**src/design/ptw_pkg.sv**
```systemverilog
// Shared types, constants and control structs of the page table walker.
`timescale 1ns / 1ps
`default_nettype none

package ptw_pkg;

    // Table store geometry
    localparam int TABLE_FRAMES      = 32;
    localparam int ENTRIES_PER_TABLE = 512;
    localparam int INDEX_W           = $clog2(ENTRIES_PER_TABLE);
    localparam int FRAME_W           = $clog2(TABLE_FRAMES);
    localparam int STORE_DEPTH       = TABLE_FRAMES * ENTRIES_PER_TABLE;
    localparam int STORE_AW          = FRAME_W + INDEX_W;

    // Field widths
    localparam int OP_W          = 2;
    localparam int VA_W          = 48;
    localparam int PA_W          = 52;
    localparam int FLAGS_W       = 12;
    localparam int ENTRY_W       = 64;
    localparam int STATUS_W      = 2;
    localparam int PAGE_W        = 36;
    localparam int ROOT_W        = 5;
    localparam int FRAME_FIELD_W = 40;

    // Bit positions
    localparam int L4_SHIFT      = 39;
    localparam int L3_SHIFT      = 30;
    localparam int L2_SHIFT      = 21;
    localparam int PAGE_SHIFT    = 12;
    localparam int ENTRY_SHIFT   = 3;
    localparam int PRESENT_BIT   = 0;
    localparam int HUGE_BIT      = 7;

    // Walk levels before the leaf
    localparam int LVL_W = 2;
    localparam logic [LVL_W-1:0] LVL_FIRST = 2'd0;
    localparam logic [LVL_W-1:0] LVL_MID   = 2'd1;
    localparam logic [LVL_W-1:0] LVL_LAST  = 2'd2;

    typedef enum logic [OP_W-1:0] {
        OP_MAP    = 2'd0,
        OP_UNMAP  = 2'd1,
        OP_RAW_WR = 2'd2,
        OP_RAW_RD = 2'd3
    } op_t;

    typedef enum logic [STATUS_W-1:0] {
        ST_DONE      = 2'd0,
        ST_WALK_FAIL = 2'd1,
        ST_OUTSIDE   = 2'd2
    } status_t;

    typedef enum logic [1:0] {
        ADDR_CLEAR = 2'd0,
        ADDR_WALK  = 2'd1,
        ADDR_LEAF  = 2'd2,
        ADDR_RAW   = 2'd3
    } addr_sel_t;

    typedef enum logic [1:0] {
        WD_ZERO = 2'd0,
        WD_LEAF = 2'd1,
        WD_RAW  = 2'd2
    } wdata_sel_t;

    typedef enum logic [3:0] {
        FSM_CLEAR     = 4'd0,
        FSM_IDLE      = 4'd1,
        FSM_DECODE    = 4'd2,
        FSM_WALK_RD   = 4'd3,
        FSM_WALK_CHK  = 4'd4,
        FSM_LEAF_WR   = 4'd5,
        FSM_RAW_WR    = 4'd6,
        FSM_RAW_RD    = 4'd7,
        FSM_RES_DONE  = 4'd8,
        FSM_RES_FAIL  = 4'd9,
        FSM_RES_OUT   = 4'd10
    } fsm_state_t;

    // Controller to datapath
    typedef struct packed {
        logic       clear_step;
        logic       capture;
        logic       mem_rd;
        logic       mem_wr;
        addr_sel_t  addr_sel;
        wdata_sel_t wdata_sel;
        logic       frame_root;
        logic       frame_entry;
        logic       lvl_clear;
        logic       lvl_inc;
        logic       res_load;
        status_t    res_status;
    } ptw_cmd_t;

    // Datapath to controller
    typedef struct packed {
        logic clear_last;
        op_t  op;
        logic root_out;
        logic raw_out;
        logic entry_bad;
        logic entry_out;
        logic lvl_last;
        logic out_free;
    } ptw_stat_t;

endpackage

`default_nettype wire

```
**src/design/ptw_ctrl.sv**
```systemverilog
// Sequencing state machine of the page table walker.
`timescale 1ns / 1ps
`default_nettype none

module ptw_ctrl
    import ptw_pkg::*;
(
    input  wire logic      aclk,
    input  wire logic      aresetn,
    input  wire logic      s_valid,
    output logic           s_ready,
    input  wire ptw_stat_t stat,
    output ptw_cmd_t       cmd
);

    fsm_state_t state_reg;
    fsm_state_t state_next;

    // Hold the state; start with the clearing pass
    always_ff @(posedge aclk) begin
        if (!aresetn) begin
            state_reg <= FSM_CLEAR;
        end else begin
            state_reg <= state_next;
        end
    end

    assign s_ready = (state_reg == FSM_IDLE);

    // Decide the next state and drive the datapath commands
    always_comb begin
        state_next = state_reg;
        cmd        = '0;
        case (state_reg)
            FSM_CLEAR: begin
                cmd.mem_wr     = 1'b1;
                cmd.addr_sel   = ADDR_CLEAR;
                cmd.wdata_sel  = WD_ZERO;
                cmd.clear_step = 1'b1;
                if (stat.clear_last) begin
                    state_next = FSM_IDLE;
                end
            end
            FSM_IDLE: begin
                if (s_valid) begin
                    cmd.capture = 1'b1;
                    state_next  = FSM_DECODE;
                end
            end
            FSM_DECODE: begin
                if (stat.op == OP_MAP || stat.op == OP_UNMAP) begin
                    if (stat.root_out) begin
                        state_next = FSM_RES_OUT;
                    end else begin
                        cmd.frame_root = 1'b1;
                        cmd.lvl_clear  = 1'b1;
                        state_next     = FSM_WALK_RD;
                    end
                end else if (stat.raw_out) begin
                    state_next = FSM_RES_OUT;
                end else if (stat.op == OP_RAW_WR) begin
                    state_next = FSM_RAW_WR;
                end else begin
                    state_next = FSM_RAW_RD;
                end
            end
            FSM_WALK_RD: begin
                cmd.mem_rd   = 1'b1;
                cmd.addr_sel = ADDR_WALK;
                state_next   = FSM_WALK_CHK;
            end
            FSM_WALK_CHK: begin
                // Stop on a missing or huge entry, or a frame past the store
                if (stat.entry_bad) begin
                    state_next = FSM_RES_FAIL;
                end else if (stat.entry_out) begin
                    state_next = FSM_RES_OUT;
                end else begin
                    cmd.frame_entry = 1'b1;
                    if (stat.lvl_last) begin
                        state_next = FSM_LEAF_WR;
                    end else begin
                        cmd.lvl_inc = 1'b1;
                        state_next  = FSM_WALK_RD;
                    end
                end
            end
            FSM_LEAF_WR: begin
                cmd.mem_wr    = 1'b1;
                cmd.addr_sel  = ADDR_LEAF;
                cmd.wdata_sel = (stat.op == OP_MAP) ? WD_LEAF : WD_ZERO;
                state_next    = FSM_RES_DONE;
            end
            FSM_RAW_WR: begin
                cmd.mem_wr    = 1'b1;
                cmd.addr_sel  = ADDR_RAW;
                cmd.wdata_sel = WD_RAW;
                state_next    = FSM_RES_DONE;
            end
            FSM_RAW_RD: begin
                cmd.mem_rd   = 1'b1;
                cmd.addr_sel = ADDR_RAW;
                state_next   = FSM_RES_DONE;
            end
            FSM_RES_DONE: begin
                cmd.res_status = ST_DONE;
                if (stat.out_free) begin
                    cmd.res_load = 1'b1;
                    state_next   = FSM_IDLE;
                end
            end
            FSM_RES_FAIL: begin
                cmd.res_status = ST_WALK_FAIL;
                if (stat.out_free) begin
                    cmd.res_load = 1'b1;
                    state_next   = FSM_IDLE;
                end
            end
            FSM_RES_OUT: begin
                cmd.res_status = ST_OUTSIDE;
                if (stat.out_free) begin
                    cmd.res_load = 1'b1;
                    state_next   = FSM_IDLE;
                end
            end
            default: begin
                state_next = FSM_IDLE;
            end
        endcase
    end

endmodule

`default_nettype wire

```
**config.mk**
```make
export PLATFORM = sky130hd
export DESIGN_NAME = ptw_ctrl
export DESIGN_NICKNAME = d
export VERILOG_FILES = /design/src/design/ptw_pkg.sv /design/src/design/ptw_ctrl.sv
export SDC_FILE = /design/constraint.sdc
export NUM_CORES = 1
export LEC_CHECK = 0
export ABC_AREA = 1
export BUFFER_PORTS_ARGS = -buffer_cell sky130_fd_sc_hd__clkbuf_2
export CORE_AREA = 2 2 39 41
export CTS_CLUSTER_DIAMETER = 60
export DETAILED_ROUTE_END_ITERATION = 10
export DIE_AREA = 0 0 41 43
export PLACE_DENSITY = 0.72
export SETUP_SLACK_MARGIN = 0.15
export SYNTH_ARGS = -nofsm -noshare
export SYNTH_HDL_FRONTEND = slang
export SYNTH_SLANG_ARGS = --single-unit
```
**constraint.sdc**
```tcl
create_clock -name aclk -period 3.1 [get_ports aclk]
set_clock_uncertainty 0.05 [all_clocks]
set_input_delay 0.31 -clock aclk [delete_from_list [all_inputs] [get_ports aclk]]
set_output_delay 0.31 -clock aclk [all_outputs]
set_load 0.01 [all_outputs]
```
Word level (Yosys, flattened, before mapping)

Index checks and enable logic that the tools add are counted.

Add/subtract/negate cells: 0
Multiply operators: 0
Divide/modulo/power cells: 0
Magnitude comparators: 0
Eq/ne operators: 15
Shift operators: 0
Mux-type cells: 31
Bitwise operators: 0
Reduce and logical (&&, ||, !) cells: 9

Operators with widths:

| operator             | number |
|---|---|
| $mux W4              | 8 |
| $pmux W4 S7          | 1 |
| $mux W1              | 18 |
| $eq A4 B3 Y1 const B | 4 |
| $eq A4 B4 Y1 const B | 3 |
| $pmux W3 S3          | 1 |
| $reduce_or A3 Y1     | 3 |
| $eq A4 B2 Y1 const B | 2 |
| $pmux W2 S3          | 1 |
| $eq A4 B1 Y1 const B | 1 |
| $logic_not A4 Y1     | 1 |
| $ne A2 B2 Y1 const B | 2 |
| $pmux W2 S2          | 1 |
| $reduce_or A2 Y1     | 2 |
| $mux W3              | 1 |
| $reduce_and A3 Y1    | 1 |
| $eq A2 B1 Y1 const B | 1 |
| $eq A2 B2 Y1 const B | 1 |
| $logic_not A2 Y1     | 1 |
| $ne A2 B1 Y1 const B | 1 |
| $logic_or A1 B1 Y1   | 1 |

Bits in registers: 4
Bits in latches: 0
Memory bits (writable): 0
Bits in read-only memories: 0
Input port bits: 12
Word-level logic and storage cells: 56
Memories kept: 0

Logic depth before layout (Yosys ltp)

Depth in word-level cells: 5
Gate-level depth with buffers: 7
Depth with buffers taken out: 7

Worst setup path after synthesis

OpenSTA, ideal clock, no wires.

Path type: flip-flop to output port
Start point: register state_reg[1]
End point: output port cmd[6] (netlist bit)
Data arrival time: 1,122 ps
Data required time: 2,740 ps
Setup slack: 1,618 ps
Stages on the path, launching flop included: 4
Buffers on the path: 1
Path through: dfxtp_1 nand2_2 nor3_1 buf_4

RTL lines:

| item                   | RTL line       | text |
|---|---|---|
| from (decl)            | ptw_ctrl.sv:16 | `fsm_state_t state_reg;` |
| from (signal assigned) | ptw_ctrl.sv:24 | `state_reg <= state_next;` |
| to (decl)              | ptw_ctrl.sv:13 | `output ptw_cmd_t cmd` |

==> out/results.ini <==
[outcome]
outcome=completed

[routing]
wl_per_cell_um=9.46
drtIter0Drc=25
viasPerCell=4.67
drc=0
wirelength_um=1250
vias=616
drtAntennaViolNets=0
drt_pass1_iterations=4

[placed_design]
gp_congestion=0.845
dp_hpwl_um=1040
port_buffers=27

[yosys]
netlist_area_sq_um=477
syn-mean-instance-area_sq_um=5.48
ys_warn_count=0
synth_cells=87
synth_top_area_frac=0.168
ys_seq_area_frac=0.168
netlist_top_cells_area=dfxtp_1 (17%), nand2_1 (16%), nor2_1 (11%), inv_1 (10%), nor2_2 (7.9%)
yosys_register_bits=4
synth.distinct_cells=20
syn_nets=99
yosysTopAreaCell=dfxtp_1

[worst_hold_path]
min_path_cells=3
hp-start=aresetn
min_path_type=input pin to flip-flop
hold_end=state_reg[3]

[sta]
drv_slew=0
worst_pin_slew_ps=268
hold_violations=0
setup_viol=0
max_freq_mhz=598
relSlewSlack=0.821
rsz0062_at_grt=no
fin_crit_ps=1670
final.period_utilization=0.540
fin_tns_setup_ps=0
hold_ws_ps=238

[setup_path]
path_max_fanout=5
crit_top_cell=nand2_1
worst_setup_path_end_kind=output port
cp.required_ps=2740
r2r_slack_ps=1890
reg2reg_to=state_reg[3]
cp.arrival_ps=1310
cp-start-kind=flip-flop
critPathSlowestCell=dfxtp_1
r2r-start=state_reg[1]
path_class=flip-flop to output port
slowest_delay_ps=380
rr_worst_depth=6
path_cells=nand2_1 > inv_2 > nand2_1 > nor3_1 > clkbuf_2

[cts]
holdBufCountCts=0
postCtsResizedCells=0
cts_buffers=3
cts.htree.levels=1
root_buffer=clkbuf_4
clk_pin_slew_ps=40
cts_tree=yes
cts_setup_buffers=0
cts_buffer_depth=2
insertion_delay_ps=250
cts.sinks=4

[power_and_ir_drop]
leakagePower_nw=0.382
power_w=0.000478
power_density_nw_per_um2=739
vdd_ir_drop_max_v=0.000403

[global_route]
globalRouteOverflowTotal=0
antenna_found_initial=0
grt_pass1_vias=554
grt_max_degree=7
grt_pass1_wl_um=2020
track_usage=0.166

[layout]
area_delta_synth_final_pct=35.7
drive_gt1_frac=0.422
largest_reg_flops=4
finalNetCount=130
num_antenna_cells=0

[floorplan]
die_w_um=41
core_area_sq_um=1380
ioPinCount=28
die_y_um=43
rows=14
start_util=0.344
die-area_sq_um=1760

[flow_run]
drv_cap=0

-- stage by stage --
| step | setup slack [ps] | cells | cell area, sq um | util |
|---|---|---|---|---|
| 2_1_floorplan | 1620 | 87 | 477 | - |
| 3_3_place_gp | 1680 | 129 | 624 | 0.451 |
| 3_5_place_dp | 1660 | 129 | 624 | 0.451 |
| 4_1_cts | 1440 | 132 | 647 | 0.467 |
| 5_1_grt | 1320 | 132 | 647 | 0.467 |
| 6_report | 1430 | 132 | 647 | 0.467 |
-- synthesized netlist by cell type --
library cell / n
nor2_1: 14
or2_2: 2
nand2_2: 2
nand3_2: 3
a21oi_1: 2
nand3_1: 3
a21oi_2: 1
o21ai_0: 2
nor2_2: 6
inv_1: 13
o21ai_1: 2
nor2_4: 1
nor3_1: 4
nand3b_1: 1
inv_2: 4
dfxtp_1: 4
buf_4: 1
nand4_1: 1
nand2_1: 20
a31oi_1: 1
-- critical path: cells and delay by family, from the launching register on --
kind                   cells  cell delay (ps)
buffers and inverters      2              270
flip-flops                 1              380
AND/OR/NAND/NOR            3              410
-- where the power goes --
part           internal, W  switching, W
Combinational     0.000113      0.000201
Sequential       0.0000685     0.0000267
Clock            0.0000435     0.0000249
-- cells in the final DEF, fill, tap and decap left out, drive strengths merged --
cell type,n
a21oi,3
nand3b,1
nand3,6
o21ai,4
or2,2
a31oi,1
nand4,1
inv,17
nor2,21
dfxtp,4
clkbuf,30
nor3,4
nand2,22
-- area by class of cell --
cell class / count / area (sq um)
Inverter: 17 / 63.8
Tap cell: 16 / 20.0
Fill cell: 158 / 737
Sequential cell: 4 / 80.1
Clock buffer: 3 / 22.5
Multi-Input combinational cell: 65 / 325
Timing Repair Buffer: 27 / 135
-- worst max path at each step --
stage,startpoint,to,slack [ps],cells after the start
2_1_floorplan,state_reg[1],cmd[6],1620,3
3_3_place_gp,stat[7],cmd[6],1680,4
3_5_place_dp,stat[7],cmd[4],1660,4
4_1_cts,state_reg[1],cmd[3],1440,4
5_1_grt,state_reg[1],cmd[4],1320,3
6_report,state_reg[2],cmd[3],1430,5
-- cells by family after synthesis --
kind of cell | count (synthesis) | synth area share
simple gates | 57 | 0.588
buf+inv | 18 | 0.150
compound gates | 8 | 0.0945
flops | 4 | 0.168
-- per-layer routing --
| layer | wire [um] | vias to the layer above | part of all wire | GRT usage |
|---|---|---|---|---|
| met5 | 0 | - | 0 | 0 |
| met2 | 585 | 26 | 0.47 | 0.288 |
| met1 | 541 | 261 | 0.43 | 0.177 |
| met4 | 22 | 0 | 0.018 | 0.0800 |
| li1 | - | 326 | - | - |
| met3 | 99 | 3 | 0.079 | 0.0314 |
(Power assumes the default switching activity.)
